==> src/hdl/tlfs_pkg.sv <==
// ----------------------------------------------------------------------------
// tlfs_pkg: shared types and constants of the three-level feedback scheduler
// Request, command and response beats, action and level codes, register map.
// ----------------------------------------------------------------------------
package tlfs_pkg;

   // fixed field widths
   localparam int unsigned JOB_W      = 3;
   localparam int unsigned ACTION_W   = 2;
   localparam int unsigned LEVEL_W    = 2;
   localparam int unsigned SLICE_W    = 8;
   localparam int unsigned NUM_LEVELS = 3;
   localparam int unsigned MAX_JOBS   = 8;

   // register map and reset values
   localparam logic REG_HIGH_SLICES   = 1'b0;
   localparam logic REG_MEDIUM_SLICES = 1'b1;
   localparam logic [SLICE_W-1:0] HIGH_SLICES_RESET   = 8'd2;
   localparam logic [SLICE_W-1:0] MEDIUM_SLICES_RESET = 8'd6;

   typedef enum logic [ACTION_W-1:0] {
      ACT_ADD      = 2'd0,
      ACT_DISPATCH = 2'd1,
      ACT_EXPIRE   = 2'd2,
      ACT_DONE     = 2'd3
   } action_type;

   typedef enum logic [LEVEL_W-1:0] {
      LVL_HIGH = 2'd0,
      LVL_MED  = 2'd1,
      LVL_LOW  = 2'd2
   } level_type;

   // classified operation handed from front to back
   typedef enum logic [2:0] {
      OP_ADD      = 3'd0,
      OP_REJECT   = 3'd1,
      OP_DISPATCH = 3'd2,
      OP_EXPIRE   = 3'd3,
      OP_DONE     = 3'd4
   } op_type;

   typedef struct packed {
      logic [ACTION_W-1:0] action;
      logic [JOB_W-1:0]    job_id;
   } req_type;

   typedef struct packed {
      op_type           op;
      logic [JOB_W-1:0] job_id;
   } cmd_type;

   typedef struct packed {
      logic               dispatched;
      logic [JOB_W-1:0]   dispatch_job;
      logic [LEVEL_W-1:0] dispatch_level;
      logic               off_valid;
      logic [JOB_W-1:0]   off_job;
      logic [LEVEL_W-1:0] off_level;
      logic               all_done;
      logic               error;
   } rsp_type;

endpackage

==> src/hdl/tlfs_front.sv <==
// ----------------------------------------------------------------------------
// tlfs_front: request intake and classification
// Accepts a request beat, decodes the action and rejects out-of-range job ids.
// ----------------------------------------------------------------------------
module tlfs_front (
   input  logic             start,
   input  tlfs_pkg::req_type req,
   input  logic             queue_full,
   output logic             busy,
   output logic             push_en,
   output tlfs_pkg::cmd_type cmd
);

   // hold off new beats while the queue is full
   assign busy    = queue_full;
   assign push_en = start && !queue_full;

   // decode the action into a back-end operation
   always_comb begin
      cmd.job_id = req.job_id;
      case (tlfs_pkg::action_type'(req.action))
         tlfs_pkg::ACT_ADD: begin
            if (32'(req.job_id) >= tlfs_pkg::MAX_JOBS) begin
               cmd.op = tlfs_pkg::OP_REJECT;
            end else begin
               cmd.op = tlfs_pkg::OP_ADD;
            end
         end
         tlfs_pkg::ACT_DISPATCH: cmd.op = tlfs_pkg::OP_DISPATCH;
         tlfs_pkg::ACT_EXPIRE:   cmd.op = tlfs_pkg::OP_EXPIRE;
         tlfs_pkg::ACT_DONE:     cmd.op = tlfs_pkg::OP_DONE;
         default:                cmd.op = tlfs_pkg::OP_REJECT;
      endcase
   end

endmodule

==> src/hdl/tlfs_queue.sv <==
// ----------------------------------------------------------------------------
// tlfs_queue: two-entry command queue between front and back
// Registered output; the back pops one beat per cycle whenever one is held.
// ----------------------------------------------------------------------------
module tlfs_queue (
   input  logic             clock,
   input  logic             reset,
   input  logic             push_en,
   input  tlfs_pkg::cmd_type push_cmd,
   input  logic             pop_en,
   output logic             full,
   output logic             not_empty,
   output tlfs_pkg::cmd_type head_cmd
);

   tlfs_pkg::cmd_type entry_ff [2];
   logic       wr_ptr_ff, wr_ptr_in;
   logic       rd_ptr_ff, rd_ptr_in;
   logic [1:0] fill_ff, fill_in;

   assign full      = (fill_ff == 2'd2);
   assign not_empty = (fill_ff != 2'd0);
   assign head_cmd  = entry_ff[rd_ptr_ff];

   // advance pointers and fill level
   always_comb begin
      wr_ptr_in = push_en ? ~wr_ptr_ff : wr_ptr_ff;
      rd_ptr_in = pop_en  ? ~rd_ptr_ff : rd_ptr_ff;
      fill_in   = fill_ff + {1'b0, push_en} - {1'b0, pop_en};
   end

   always_ff @(posedge clock) begin
      if (reset) begin
         wr_ptr_ff <= 1'b0;
         rd_ptr_ff <= 1'b0;
         fill_ff   <= 2'd0;
      end else begin
         wr_ptr_ff <= wr_ptr_in;
         rd_ptr_ff <= rd_ptr_in;
         fill_ff   <= fill_in;
      end
   end

   // store the pushed beat
   always_ff @(posedge clock) begin
      if (push_en) begin
         entry_ff[wr_ptr_ff] <= push_cmd;
      end
   end

endmodule

==> src/hdl/tlfs_back.sv <==
// ----------------------------------------------------------------------------
// tlfs_back: scheduling engine
// Holds the three job rings and the running job, executes one command per
// cycle and registers the response beat.
// ----------------------------------------------------------------------------
module tlfs_back #(
   parameter int unsigned RING_DEPTH = 8,
   parameter int unsigned COUNT_BITS = 8
) (
   input  logic                              clock,
   input  logic                              reset,
   input  logic                              cmd_valid,
   input  tlfs_pkg::cmd_type                 cmd,
   input  logic [tlfs_pkg::SLICE_W-1:0]      high_slices,
   input  logic [tlfs_pkg::SLICE_W-1:0]      medium_slices,
   output logic                              rsp_strobe,
   output tlfs_pkg::rsp_type                 rsp_data
);

   localparam int unsigned PTR_W = (RING_DEPTH > 1) ? $clog2(RING_DEPTH) : 1;
   localparam int unsigned FILL_W = $clog2(RING_DEPTH + 1);
   localparam int unsigned CMP_W =
      (COUNT_BITS > tlfs_pkg::SLICE_W) ? COUNT_BITS : tlfs_pkg::SLICE_W;
   localparam logic [FILL_W-1:0]     FILL_MAX  = FILL_W'(RING_DEPTH);
   localparam logic [PTR_W-1:0]      PTR_LAST  = PTR_W'(RING_DEPTH - 1);
   localparam logic [COUNT_BITS-1:0] COUNT_MAX = '1;

   // ring storage, contents undefined until written
   logic [tlfs_pkg::JOB_W-1:0] job_mem_ff [tlfs_pkg::NUM_LEVELS][RING_DEPTH];
   logic [COUNT_BITS-1:0]      cnt_mem_ff [tlfs_pkg::NUM_LEVELS][RING_DEPTH];

   logic [PTR_W-1:0]  head_ff [tlfs_pkg::NUM_LEVELS];
   logic [PTR_W-1:0]  tail_ff [tlfs_pkg::NUM_LEVELS];
   logic [FILL_W-1:0] fill_ff [tlfs_pkg::NUM_LEVELS];

   logic                       run_valid_ff, run_valid_in;
   logic [tlfs_pkg::JOB_W-1:0] run_job_ff, run_job_in;
   logic [COUNT_BITS-1:0]      run_count_ff, run_count_in;

   logic              rsp_strobe_ff;
   tlfs_pkg::rsp_type rsp_data_ff, rsp_data_in;

   logic                       push_en, pop_en;
   tlfs_pkg::level_type        push_lvl, pop_lvl, ran_lvl;
   logic [tlfs_pkg::JOB_W-1:0] push_job, pop_job;
   logic [COUNT_BITS-1:0]      push_cnt, pop_cnt;
   logic [CMP_W-1:0]           cmp_count, cmp_high, cmp_med;

   function automatic logic [PTR_W-1:0] next_slot(input logic [PTR_W-1:0] p);
      return (p == PTR_LAST) ? '0 : p + PTR_W'(1);
   endfunction

   assign rsp_strobe = rsp_strobe_ff;
   assign rsp_data   = rsp_data_ff;

   assign cmp_count = CMP_W'(run_count_ff);
   assign cmp_high  = CMP_W'(high_slices);
   assign cmp_med   = CMP_W'(medium_slices);

   // pick the highest non-empty ring and read its head
   always_comb begin
      if (fill_ff[tlfs_pkg::LVL_HIGH] != '0) begin
         pop_lvl = tlfs_pkg::LVL_HIGH;
      end else if (fill_ff[tlfs_pkg::LVL_MED] != '0) begin
         pop_lvl = tlfs_pkg::LVL_MED;
      end else begin
         pop_lvl = tlfs_pkg::LVL_LOW;
      end
      pop_job = job_mem_ff[pop_lvl][head_ff[pop_lvl]];
      pop_cnt = cnt_mem_ff[pop_lvl][head_ff[pop_lvl]];
   end

   // execute the command
   always_comb begin
      run_valid_in = run_valid_ff;
      run_job_in   = run_job_ff;
      run_count_in = run_count_ff;
      rsp_data_in  = '0;
      push_en      = 1'b0;
      pop_en       = 1'b0;
      push_lvl     = tlfs_pkg::LVL_HIGH;
      push_job     = cmd.job_id;
      push_cnt     = '0;
      ran_lvl      = tlfs_pkg::LVL_HIGH;
      case (cmd.op)
         tlfs_pkg::OP_ADD: begin
            if (fill_ff[tlfs_pkg::LVL_HIGH] == FILL_MAX) begin
               rsp_data_in.error = 1'b1;
            end else begin
               push_en = 1'b1;
            end
         end
         tlfs_pkg::OP_DISPATCH: begin
            if (run_valid_ff) begin
               rsp_data_in.error = 1'b1;
            end else if (fill_ff[pop_lvl] == '0) begin
               rsp_data_in.all_done = 1'b1;
            end else begin
               pop_en                     = 1'b1;
               run_valid_in               = 1'b1;
               run_job_in                 = pop_job;
               run_count_in               = (pop_cnt == COUNT_MAX) ? pop_cnt
                                                                   : pop_cnt + 1'b1;
               rsp_data_in.dispatched     = 1'b1;
               rsp_data_in.dispatch_job   = pop_job;
               rsp_data_in.dispatch_level = pop_lvl;
            end
         end
         tlfs_pkg::OP_EXPIRE: begin
            // demote by run count
            if (cmp_count < cmp_high) begin
               push_lvl = tlfs_pkg::LVL_HIGH;
               ran_lvl  = tlfs_pkg::LVL_HIGH;
            end else if (cmp_count == cmp_high) begin
               push_lvl = tlfs_pkg::LVL_MED;
               ran_lvl  = tlfs_pkg::LVL_HIGH;
            end else if (cmp_count < cmp_med) begin
               push_lvl = tlfs_pkg::LVL_MED;
               ran_lvl  = tlfs_pkg::LVL_MED;
            end else if (cmp_count == cmp_med) begin
               push_lvl = tlfs_pkg::LVL_LOW;
               ran_lvl  = tlfs_pkg::LVL_MED;
            end else begin
               push_lvl = tlfs_pkg::LVL_LOW;
               ran_lvl  = tlfs_pkg::LVL_LOW;
            end
            push_job = run_job_ff;
            push_cnt = run_count_ff;
            if (!run_valid_ff || fill_ff[push_lvl] == FILL_MAX) begin
               rsp_data_in.error = 1'b1;
            end else begin
               push_en               = 1'b1;
               run_valid_in          = 1'b0;
               rsp_data_in.off_valid = 1'b1;
               rsp_data_in.off_job   = run_job_ff;
               rsp_data_in.off_level = ran_lvl;
            end
         end
         tlfs_pkg::OP_DONE: begin
            // drop the running job
            if (!run_valid_ff) begin
               rsp_data_in.error = 1'b1;
            end else begin
               run_valid_in = 1'b0;
            end
         end
         default: begin
            rsp_data_in.error = 1'b1;
         end
      endcase
   end

   // control state
   always_ff @(posedge clock) begin
      if (reset) begin
         for (int i = 0; i < tlfs_pkg::NUM_LEVELS; i++) begin
            head_ff[i] <= '0;
            tail_ff[i] <= '0;
            fill_ff[i] <= '0;
         end
         run_valid_ff  <= 1'b0;
         run_job_ff    <= '0;
         run_count_ff  <= '0;
         rsp_strobe_ff <= 1'b0;
      end else begin
         rsp_strobe_ff <= cmd_valid;
         if (cmd_valid) begin
            run_valid_ff <= run_valid_in;
            run_job_ff   <= run_job_in;
            run_count_ff <= run_count_in;
            if (push_en) begin
               tail_ff[push_lvl] <= next_slot(tail_ff[push_lvl]);
               fill_ff[push_lvl] <= fill_ff[push_lvl] + 1'b1;
            end
            if (pop_en) begin
               head_ff[pop_lvl] <= next_slot(head_ff[pop_lvl]);
               fill_ff[pop_lvl] <= fill_ff[pop_lvl] - 1'b1;
            end
         end
      end
   end

   // ring writes and response payload
   always_ff @(posedge clock) begin
      if (cmd_valid && push_en) begin
         job_mem_ff[push_lvl][tail_ff[push_lvl]] <= push_job;
         cnt_mem_ff[push_lvl][tail_ff[push_lvl]] <= push_cnt;
      end
      if (cmd_valid) begin
         rsp_data_ff <= rsp_data_in;
      end
   end

   // ring fill never passes the depth
   assert property (@(posedge clock) disable iff (reset)
      fill_ff[0] <= FILL_MAX && fill_ff[1] <= FILL_MAX && fill_ff[2] <= FILL_MAX)
      else $error("ring fill exceeds depth");

   // a beat never both starts and switches off a job
   assert property (@(posedge clock) disable iff (reset)
      rsp_strobe_ff |-> !(rsp_data_ff.dispatched && rsp_data_ff.off_valid))
      else $error("dispatch and switch-off in one beat");

   // a dispatch leaves a job running
   assert property (@(posedge clock) disable iff (reset)
      rsp_strobe_ff && rsp_data_ff.dispatched |-> run_valid_ff)
      else $error("dispatched job not running");

   // a switch-off leaves nothing running
   assert property (@(posedge clock) disable iff (reset)
      rsp_strobe_ff && rsp_data_ff.off_valid |-> !run_valid_ff)
      else $error("switched-off job still running");

   // an error beat carries no dispatch
   assert property (@(posedge clock) disable iff (reset)
      rsp_strobe_ff && rsp_data_ff.error |-> !rsp_data_ff.dispatched)
      else $error("error beat flags a dispatch");

endmodule

==> src/hdl/three_level_feedback_scheduler.sv <==
// ----------------------------------------------------------------------------
// three_level_feedback_scheduler: three-level feedback job scheduler
// Request front, two-entry command queue, scheduling back end, APB registers.
// ----------------------------------------------------------------------------
// Path: an accepted request beat is registered in the command queue, and the
//   back end registers its response strobe when it executes the queue head.
// Throughput: one request per cycle; the back end retires one queued command
//   each cycle, so busy only rises if the two-entry queue fills.
// Reset: synchronous; rings empty, no job running, high_slices 2,
//   medium_slices 6. The receiver cannot stall responses.
module three_level_feedback_scheduler #(
   parameter int unsigned RING_DEPTH = 8,
   parameter int unsigned COUNT_BITS = 8
) (
   input  logic              clock,
   input  logic              reset,
   // request channel
   input  logic              start,
   output logic              busy,
   input  tlfs_pkg::req_type req_data,
   // response channel
   output logic              rsp_strobe,
   output tlfs_pkg::rsp_type rsp_data,
   // register port
   input  logic              psel,
   input  logic              penable,
   input  logic              pwrite,
   input  logic [2:0]        paddr,
   input  logic [31:0]       pwdata,
   output logic [31:0]       prdata,
   output logic              pready
);

   logic [tlfs_pkg::SLICE_W-1:0] high_slices_ff, medium_slices_ff;
   logic              csr_write;
   logic              push_en, queue_full, cmd_valid;
   tlfs_pkg::cmd_type push_cmd, head_cmd;

   // register file
   assign pready    = 1'b1;
   assign csr_write = psel && penable && pwrite && pready;

   always_ff @(posedge clock) begin
      if (reset) begin
         high_slices_ff   <= tlfs_pkg::HIGH_SLICES_RESET;
         medium_slices_ff <= tlfs_pkg::MEDIUM_SLICES_RESET;
      end else if (csr_write) begin
         if (paddr[2] == tlfs_pkg::REG_HIGH_SLICES) begin
            high_slices_ff <= pwdata[tlfs_pkg::SLICE_W-1:0];
         end else begin
            medium_slices_ff <= pwdata[tlfs_pkg::SLICE_W-1:0];
         end
      end
   end

   always_comb begin
      if (paddr[2] == tlfs_pkg::REG_MEDIUM_SLICES) begin
         prdata = 32'(medium_slices_ff);
      end else begin
         prdata = 32'(high_slices_ff);
      end
   end

   tlfs_front u_front (
      .start      (start),
      .req        (req_data),
      .queue_full (queue_full),
      .busy       (busy),
      .push_en    (push_en),
      .cmd        (push_cmd)
   );

   tlfs_queue u_queue (
      .clock     (clock),
      .reset     (reset),
      .push_en   (push_en),
      .push_cmd  (push_cmd),
      .pop_en    (cmd_valid),
      .full      (queue_full),
      .not_empty (cmd_valid),
      .head_cmd  (head_cmd)
   );

   tlfs_back #(
      .RING_DEPTH (RING_DEPTH),
      .COUNT_BITS (COUNT_BITS)
   ) u_back (
      .clock         (clock),
      .reset         (reset),
      .cmd_valid     (cmd_valid),
      .cmd           (head_cmd),
      .high_slices   (high_slices_ff),
      .medium_slices (medium_slices_ff),
      .rsp_strobe    (rsp_strobe),
      .rsp_data      (rsp_data)
   );

endmodule

==> config.mk <==
export PLATFORM = sky130hd
export DESIGN_NAME = three_level_feedback_scheduler
export DESIGN_NICKNAME = d
export VERILOG_FILES = /design/src/hdl/tlfs_pkg.sv /design/src/hdl/tlfs_front.sv /design/src/hdl/tlfs_queue.sv /design/src/hdl/tlfs_back.sv /design/src/hdl/three_level_feedback_scheduler.sv
export SDC_FILE = /design/constraint.sdc
export NUM_CORES = 1
export LEC_CHECK = 0
export BUFFER_PORTS_ARGS = -buffer_cell sky130_fd_sc_hd__buf_4
export CORE_ASPECT_RATIO = 0.5
export CORE_MARGIN = 10
export CORE_UTILIZATION = 46
export DETAILED_ROUTE_END_ITERATION = 10
export GPL_ROUTABILITY_DRIVEN = 0
export SLEW_MARGIN = 20
export SYNTH_ARGS = -nofsm -noshare
export SYNTH_HDL_FRONTEND = slang
export SYNTH_SLANG_ARGS = --single-unit
==> constraint.sdc <==
create_clock -name clock -period 11.1 [get_ports clock]
set_input_delay 0 -clock clock [delete_from_list [all_inputs] [get_ports clock]]
set_output_delay 0 -clock clock [all_outputs]
set_load 0.01 [all_outputs]
## Word level (Yosys, flattened, before mapping)

Memory sizes are Yosys's and may differ from the RTL's. A register that Yosys moved wholly into a read port is not among the register bits.
Index checks and enable logic that the tools add are counted.

- Add/subtract/negate cells: 7
- Equality and inequality tests: 15
- Bitwise gates (word level): 9
- Reduce and logical (&&, ||, !) cells: 28
- Multipliers: 0
- Mux-type cells: 74
- Order comparisons: 5
- Div/mod/pow operators: 0
- Shift-type cells: 0

Operators with widths:

| cell | count |
|---|---|
| two-way mux 64 bit | 1 |
| two-way mux 8 bit | 6 |
| two-way mux 1 bit | 31 |
| two-way mux 2 bit | 15 |
| binary-select mux 8 bit (select 3 bit) | 1 |
| demux 8 bit (select 3 bit) | 1 |
| two-way mux 24 bit | 1 |
| two-way mux 3 bit | 8 |
| == test 8 bit | 2 |
| < comparator 8 bit | 2 |
| two-way mux 6 bit | 2 |
| one-hot mux 3 bit (4 select lines) | 1 |
| OR reduction 4 bit | 3 |
| binary-select mux 3 bit (select 3 bit) | 1 |
| demux 3 bit (select 3 bit) | 1 |
| == test 3 bit, second input constant | 3 |
| OR reduction 3 bit | 3 |
| adder 8 x 1 -> 8 bit, second input constant | 1 |
| == test 4 bit, second input constant | 2 |
| == test 8 bit, second input constant | 1 |
| greater-or-equal comparator 4 bit, second input constant | 2 |
| two-way mux 4 bit | 2 |
| inverter 3 -> 4 bit | 2 |
| nonzero test 4 bit | 2 |
| other kinds (27) | 44 |

- Output and inout port bits: 49
- Bits of input ports: 46
- Memory bits (writable): 306
- Memories: 6
- Word-level logic and storage cells: 162
- Bits in latches: 0
- Register bits after elaboration: 47
- Memory bits (read-only): 0

Memory list:

| memory | depth | bits a word | read ports | clocked after memory_dff | write ports | RTL line | RTL |
|---|---|---|---|---|---|---|---|
| u_back.cnt_mem_ff | 3 | 64 | 1 | 0 | 1 | tlfs_back.sv:30 | `logic [COUNT_BITS-1:0] cnt_mem_ff [tlfs_pkg::NUM_LEVELS][RING_DEPTH];` |
| u_back.job_mem_ff | 3 | 24 | 1 | 0 | 1 | tlfs_back.sv:29 | `logic [tlfs_pkg::JOB_W-1:0] job_mem_ff [tlfs_pkg::NUM_LEVELS][RING_DEPTH];` |
| u_back.fill_ff | 3 | 4 | 5 | 0 | 3 | tlfs_back.sv:34 | `logic [FILL_W-1:0] fill_ff [tlfs_pkg::NUM_LEVELS];` |
| u_queue.entry_ff | 2 | 6 | 1 | 1 | 1 | tlfs_queue.sv:16 | `tlfs_pkg::cmd_type entry_ff [2];` |
| u_back.head_ff | 3 | 3 | 1 | 0 | 3 | tlfs_back.sv:32 | `logic [PTR_W-1:0] head_ff [tlfs_pkg::NUM_LEVELS];` |
| u_back.tail_ff | 3 | 3 | 1 | 0 | 3 | tlfs_back.sv:33 | `logic [PTR_W-1:0] tail_ff [tlfs_pkg::NUM_LEVELS];` |

## Longest topological paths before layout

Gate-level depths: netlist of run 1.
An unclocked memory read counts as a cell.

- Word-level depth: 17
- Gate-level depth with buffers: 15
- Mapped depth without buffers: 13

## By module

A second synthesis of run 1 with hierarchy kept.

- Cells, all modules: 1130
- Area, all modules: 15961.6 µm²

By module, submodules not included:

| module | seq. area each (µm²) | area an instance (µm²) | cells an instance | times used |
|---|---|---|---|---|
| tlfs_back | 9509.1 | 14239.9 | 980 | 1 |
| three_level_feedback_scheduler | 320.3 | 993.5 | 101 | 1 |
| tlfs_queue | 460.4 | 651.9 | 40 | 1 |
| tlfs_front | 0.0 | 76.3 | 9 | 1 |

## Least setup slack after synthesis of run 1

Ideal clock, no wire load.

- Path type: register -> register
- Start: memory u_back.fill_ff[1][0] (netlist name)
- End: memory u_back.fill_ff[1][0] (netlist name), enable pin
- Clock period less this slack: 3.765 ns
- Arrival time: 3.457 ns
- Slack: 7.335 ns
- Cell stages (with the launch flop): 16
- Buffers on the path: 4
- Setup time: 0.307 ns
- Cell sequence: edfxtp_1 -> nor4_4 -> buf_2 -> buf_2 -> buf_2 -> a21oi_1 -> o21bai_1 -> inv_1 -> ha_1 -> a311o_1 -> buf_2 -> nor2_1 -> nand2_2 -> or3_1 -> and2_1 -> nand2_1

RTL lines:

| element | RTL line |
|---|---|
| start: declaration | tlfs_back.sv:34 |

==> results.md, run 1 <==
* DRC violations left at 0
* Via count of the first global-routing pass at 9677
* Worst path setup slack after routing at 6.149 ns
* Die extent in x at 280.6 um
* H-tree levels at 2
* Count of yosys warnings during synthesis at 0
* Portion of the clock cycle consumed by the worst path in the final layout at 44.60%
* Clock tree from TritonCTS: done
* CP Class: reg2reg
* Synthesized cell area at 0.01562 mm2
* Post-detailed-placement half-perimeter wirelength at 24.52 mm
* Final count of negative-setup-slack endpoints at 0
* Primary FF master, synth: edfxtp_1
* Layout Area Growth over Synthesis at 14.06%
* Outcome: completed
* Std cell rows at 47
* Actual slew at the worst max-slew pin at 0.9928 ns
* Total negative setup slack at 0 ns
* CTS buffer count at 35
* CP Capture Type: flip-flop
* Worst supply voltage drop on vdd at 0.1320 mV
* Fill cell count at 2797
* Crit path DAT at 5.33 ns
* I/O pin total at 95
* Per-cell via count in the routed design at 5.690
* Maximum clock insertion buffer count at 3
* Max-capacitance violation count at 0
* Worst-path maximum fanout at 42
* Root buffer selected by CTS: clkbuf_16
* Count of state elements after synthesis at 354
* Number of gates resized after cts at 0
* Post-route antenna net violation count at 0
* First-pass GRT wire length at 58.67 mm
* Overall routing resource usage at 18.23%
* Synth Area in Adders at 1.922%
* Postcts setup bufs at 0
* Overall via count from detail_route at 9781
* Synthesized-area fraction occupied by ao, oa, aoi and oai cells at 7.426%
* Remaining global-route overflow at 0
* Mux contribution to synthesized area at 11.14%
* RSZ-0062 raised after global routing: false
* XOR/XNOR share of the synthesized area at 0.4486%
* Worst relative slew slack at 33.81%
* Diode insertion count for antenna repair at 0
* Sequential cell area fraction in the yosys report at 65.88%
* Core region area at 0.03328 mm2
* Async set-reset flop share out of synthesis at 0%
* Startpoint of the most critical hold path: penable
* Effective utilization at floorplan at 46.93%
* Setup slack after placement at 6.207 ns
* Buffers on Ports at 43
* EDFF count, synth at 320
* Maximum number of pins on one net before global-route repair at 63
* Length of the first detailed-routing pass in iterations at 5
* Critical R2R Launch: u_back.fill_ff[1][0]
* Worst setup path startpoint: u_back.fill_ff[1][0]
* Basic-gate share of the synthesized area counting and, or, nand and nor cells at 9.548%
* DRC violation total after the first TritonRoute iteration at 935
* Die height at 150.3 um
* Number of antenna violations at the first check in global routing at 0
* Clock-pin slew reported for the worst setup and hold paths after clock tree synthesis at 0.06 ns
* Post-layout nets at 1327
* TritonCTS sink count at 354
* Static leakage at 6.104 nW
* Fin. max-slew vios at 0
* Startpoint class of the critical path: flip-flop
* Count of cell types in the netlist at 72
* Per-cell routed wire length at 22.53 um
* Largest family of logic cells by synthesized area: multiplexers
* Cell area power density at 162.4 mW/mm2
* Clock latency on the worst-skew pair at 0.54 ns
* Mean area per synthesized cell at 13.37 um2
* Share of final-layout standard cells stronger than drive strength 1 at 13.62%
* Required time reported for the critical path endpoint at 11.48 ns
* Achievable frequency at 0.2020 GHz
* Die Area at 0.04217 mm2
* Worst-case clock skew at 0.01677 ns
* Hold crit path type: in2reg
* Total wire length at 38.74 mm
* Final-report hold violation count at 0
* Final period demand of the worst path at 4.951 ns
* Cell count after synthesis at 1168
==> registers in the layout (all words and copies together) (netlist names), 3 cells and up, named ones only <==
| register | count |
|---|---|
| u_back.tail_ff | 9 |
| u_back.cnt_mem_ff | 192 |
| medium_slices_ff | 8 |
| u_queue.entry_ff | 12 |
| u_back.job_mem_ff | 72 |
| u_back.cmp_count | 8 |
| high_slices_ff | 8 |
| u_back.run_job_ff | 3 |
| u_back.rsp_data | 14 |
| u_back.head_ff | 9 |
| u_back.fill_ff | 12 |
==> worst max-delay path, stage by stage (launching register included) <==
cell,delay [ns]
edfxtp_1,0.50
nor4_4,0.35
buf_4,0.57
mux2_2,0.43
mux2i_2,0.62
buf_4,0.42
nor2_1,0.09
nor4_1,0.64
inv_1,0.15
ha_1,0.27
o211ai_1,0.18
nor4_2,0.11
nand3_2,0.20
xnor2_1,0.16
a211oi_1,0.10
==> Yosys cell counts (all sizes together), types with 3 or more instances <==
cell type / number / area, um2
or3: 5 / 36.28
buf: 58 / 350.3
a211oi: 12 / 90.09
o211ai: 5 / 37.54
or4: 3 / 22.52
xor2: 5 / 43.79
o22ai: 5 / 31.28
mux2i: 142 / 1425
nor4b: 4 / 35.03
clkbuf: 20 / 75.07
nand3: 8 / 45.04
mux2: 16 / 180.2
a21o: 4 / 30.03
and2: 11 / 68.82
and3: 6 / 37.54
nor2b: 10 / 62.56
nor3: 17 / 90.09
o31ai: 5 / 42.54
inv: 36 / 135.1
o21a: 3 / 22.52
nand2: 125 / 471.7
dfxtp: 34 / 680.7
a21oi: 48 / 240.2
a31oi: 25 / 168.9
a22oi: 4 / 30.03
o21ai: 35 / 175.2
mux4: 6 / 135.1
ha: 24 / 300.3
nand3b: 3 / 22.52
xnor2: 3 / 26.28
edfxtp: 320 / 9609
nand4: 7 / 43.79
nor2: 108 / 405.4
nand2b: 7 / 43.79
a221o: 3 / 30.03
nor4: 5 / 67.56
o21bai: 4 / 30.03
a311o: 5 / 50.05
==> cells in the final DEF (no fill, tap or decap), drive strengths merged, types with 7 or more instances in the layout <==
master,instances
a211oi,12
a21oi,48
a31oi,25
and2,11
buf,85
clkbuf,37
clkinv,13
conb,25
dfxtp,34
dlygate4sd3,22
edfxtp,320
ha,24
inv,39
mux2,16
mux2i,142
nand2,125
nand2b,7
nand3,8
nand4,7
nor2,108
nor2b,10
nor3,17
o21ai,35
==> logic make-up after synthesis <==
kind of cell               Yosys count
muxes                              164
AOI/OAI and AO/OA                  178
other                                2
DFF                                354
and+or+nand+nor                    324
adders and majority gates           24
xor gates and xnor gates             8
buffers and inverters              114
==> timing repair <==
action / in CTS / in global routing
hold buffers: 22 / 0
hold endpoints to repair: 36 / 0
endpoints found under the setup margin: 0 / 0
==> power breakdown <==
| group | total, mW | leakage (nW) | switching, mW | internal [mW] |
|---|---|---|---|---|
| registers | 1.48 | 3.01 | 0.0132 | 1.46 |
| clock network | 1.18 | 0.549 | 0.500 | 0.678 |
| logic | 0.239 | 2.54 | 0.156 | 0.0830 |
==> metrics by stage <==
step	power (mW)	area, um2	util (%)	instances	hold slack, ns
after floorplan	1.661	15710	-	1191	0.09887
after global placement	1.731	16480	49.51	1639	0.1864
after detailed placement	1.736	16480	49.51	1639	0.1900
after CTS	2.911	17810	53.52	1719	0.0003380
after global routing	2.987	17820	53.53	1719	0.07157
final	2.894	17820	53.53	1719	0.01945
==> layout make-up <==
class / count / area, um2 / share of cell area (%)
Clock buffer: 37 / 893.4 / 5.014
Clock inverter: 21 / 220.2 / 1.236
Inverter: 36 / 135.1 / 0.7585
Multi-Input combinational cell: 723 / 4867 / 27.32
Sequential cell: 354 / 10290 / 57.76
Tap cell: 441 / 551.8 / 3.097
Timing Repair Buffer: 107 / 858.3 / 4.818
==> worst paths after layout <==
check	cells after the start	slack, ns	end
worst max-delay path	14	6.15	u_back.cmp_count[0]
worst min-delay path	5	0.02	high_slices_ff[2]
worst max register to register	14	6.15	u_back.cmp_count[0]
worst min register to register	2	0.46	high_slices_ff[2]
==> routing by layer <==
layer  wire length (um)  track usage [%]  part of all wire, %
met5                  0                0                    0
met4                727            4.948                  1.9
met3               2888            3.090                  7.5
met2              17600            29.33                   45
met1              17520            25.29                   45
Note: power is estimated with default switching activity, not from simulation.
==> run 2, diff against run 1 <==
- clock period: 11.1 -> 5 ns (I/O delays scaled with it)
==> results.md, run 2 (synthesis results as in run 1) <==
* Outcome: completed
* Final count of negative-setup-slack endpoints at 0 (unchanged)
* Clock-pin slew reported for the worst setup and hold paths after clock tree synthesis at 0.06 ns (about the same)
* Postcts setup bufs at 0 (unchanged)
* Die Area at 0.04217 mm2 (unchanged)
* Clock tree from TritonCTS: done
* Per-cell via count in the routed design at 5.574 (-2.0%)
* Per-cell routed wire length at 22.23 um (-1.4%)
* Total negative setup slack at 0 ns (unchanged)
* Die height at 150.3 um (unchanged)
* Core region area at 0.03328 mm2 (unchanged)
* DRC violations left at 0 (unchanged)
* Buffers on Ports at 43 (unchanged)
* Required time reported for the critical path endpoint at 5.43 ns (-6.05 ns)
* Remaining global-route overflow at 0 (unchanged)
* Worst supply voltage drop on vdd at 0.2264 mV (+72%)
* Clock latency on the worst-skew pair at 0.52 ns (-0.02 ns)
* Std cell rows at 47 (unchanged)
* Max-capacitance violation count at 0 (unchanged)
* Via count of the first global-routing pass at 9597 (-0.83%)
* Cell with the largest stage delay on the worst path: or4_1
* Final-report hold violation count at 0 (unchanged)
* Worst path max stage delay at 0.91 ns (+0.27 ns)
* Finished Core Util at 53.71% (+0.18 points)
* Top cell by count, worst path: a211oi_1
* Worst relative slew slack at 29.31% (-4.5 points)
* Overall routing resource usage at 18.13% (-0.097 points)
* Fin. max-slew vios at 0 (unchanged)
* Diode insertion count for antenna repair at 0 (unchanged)
* CTS buffer count at 34 (-2.9%)
* RSZ-0062 raised after global routing: false
* Crit path DAT at 4.62 ns (-0.71 ns)
* Root buffer selected by CTS: clkbuf_16
* Length of the first detailed-routing pass in iterations at 5 (unchanged)
* Worst-case clock skew at 0.01132 ns (-0.005444 ns)
* Flip-flop count of the largest register, all copies and words added at 192 (unchanged)
* Fill cell count at 2784 (-0.46%)
* Layout Area Growth over Synthesis at 14.45%
* First-pass GRT wire length at 58.03 mm (-1.1%)
* Leading cell type in the layout, fill and taps excluded: edfxtp_1
* Actual slew at the worst max-slew pin at 1.060 ns (+0.06759 ns)
* TritonCTS sink count at 354 (unchanged)
* CP Capture Type: flip-flop
* Overall via count from detail_route at 9637 (-1.5%)
* Worst-path maximum fanout at 15 (-64%)
* Post-detailed-placement half-perimeter wirelength at 25.95 mm (+5.8%)
* Total wire length at 38.43 mm (-0.78%)
* I/O pin total at 95 (unchanged)
* Setup slack after placement at 0.9190 ns (-5.288 ns)
* Maximum clock insertion buffer count at 3 (unchanged)
* Cell area power density at 356.5 mW/mm2 (+120%)
* Portion of the clock cycle consumed by the worst path in the final layout at 83.82% (+39 points)
* Hold crit path type: in2reg
* Worst path setup slack after routing at 0.8092 ns (-5.340 ns)
* Post-route antenna net violation count at 0 (unchanged)
* Static leakage at 6.149 nW (+0.75%)
* Share of final-layout standard cells stronger than drive strength 1 at 13.98% (+0.36 points)
* Effective utilization at floorplan at 46.93% (unchanged)
* Number of antenna violations at the first check in global routing at 0 (unchanged)
* Die extent in x at 280.6 um (unchanged)
* Maximum number of pins on one net before global-route repair at 31 (-51%)
* Achievable frequency at 0.2386 GHz (+18%)
* Leading cell types in the layout, fill and taps excluded: edfxtp_1 (320), mux2i_1 (141), nand2_1 (124)
* Final Power at 6.373 mW (+120%)
* Startpoint class of the critical path: flip-flop
* CP Class: reg2reg
* H-tree levels at 2 (unchanged)
* Post-layout nets at 1335 (+0.60%)
* Critical Path, Cell by Cell: or4_1, nor2_1, a22o_1, a211oi_1, nor4_1, inv_1, ha_1, o211ai_1, nor4_2, nand3_2, xnor2_1, a211oi_1
* DRC violation total after the first TritonRoute iteration at 992 (+6.1%)
* Final period demand of the worst path at 4.191 ns (-0.7601 ns)
[run 2: changes by cell type in the layout (fill, tap and decap cells not counted), moves of 2 or more]
cell           before  now
bufinv_16           4    2
clkbuf_16          35   37
inv_6               3    0
buf_4              85   95
clkinv_2            6    4
clkbuf_1            1    6
dlygate4sd3_1      22   20
[run 2: layer usage]
metal,share of wire [%],global-route usage [%],up-vias
li1,-,-,4502
met1,45,24.66,4761
met2,46,29.98,319
met3,7.1,3.368,55
met4,1.6,3.958,0
met5,0,0,-
[run 2: power by group]
part | leakage [nW] | total (mW) | switching (mW) | internal, mW
clock network | 0.535 | 2.56 | 1.08 | 1.48
registers | 3.01 | 3.28 | 0.0334 | 3.25
logic | 2.60 | 0.530 | 0.340 | 0.190
[run 2: per-stage QoR]
| step | cells | hold slack, ns | cell area [um2] |
|---|---|---|---|
| floorplan | 1191 | 0.09887 | 15710 |
| global placement | 1650 | 0.1867 | 16570 |
| detailed placement | 1650 | 0.1928 | 16580 |
| CTS | 1729 | 0.02026 | 17880 |
| global route | 1729 | 0.04561 | 17880 |
| finish | 1729 | 0.04441 | 17880 |
[run 2: layout make-up]
type	instances	area, um2	area share (%)
clock inverter	14	118.9	0.6649
inverter	36	135.1	0.7559
multi-input combinational	723	4872	27.25
timing repair buffer	116	933.4	5.221
clock buffer	45	975.9	5.459
sequential	354	10290	57.56
tap	441	551.8	3.087
[run 2: worst paths after layout]
| kind | startpoint | to | slack (ns) | cells after the start |
|---|---|---|---|---|
| max | u_back.fill_ff[0][3] | u_back.cmp_count[0] | 0.81 | 12 |
| min reg2reg | high_slices_ff[4] | high_slices_ff[4] | 0.46 | 2 |
| max reg2reg | u_back.fill_ff[0][3] | u_back.cmp_count[0] | 0.81 | 12 |
| min | penable | high_slices_ff[2] | 0.04 | 5 |
[run 2: worst max-delay path: cells and delay by family, from the launching register on]
kind            cells  cell delay, ns
flops               1            0.47
compound gates      4            0.69
buf+inv             1            0.16
simple gates        5            2.42
xor+xnor            1            0.10
fa+ha+maj           1            0.27
[run 2: timing repair]
item,CTS,global route
endpoints found under the hold margin,36,0
gates resized for setup,0,0
hold buffers,20,0
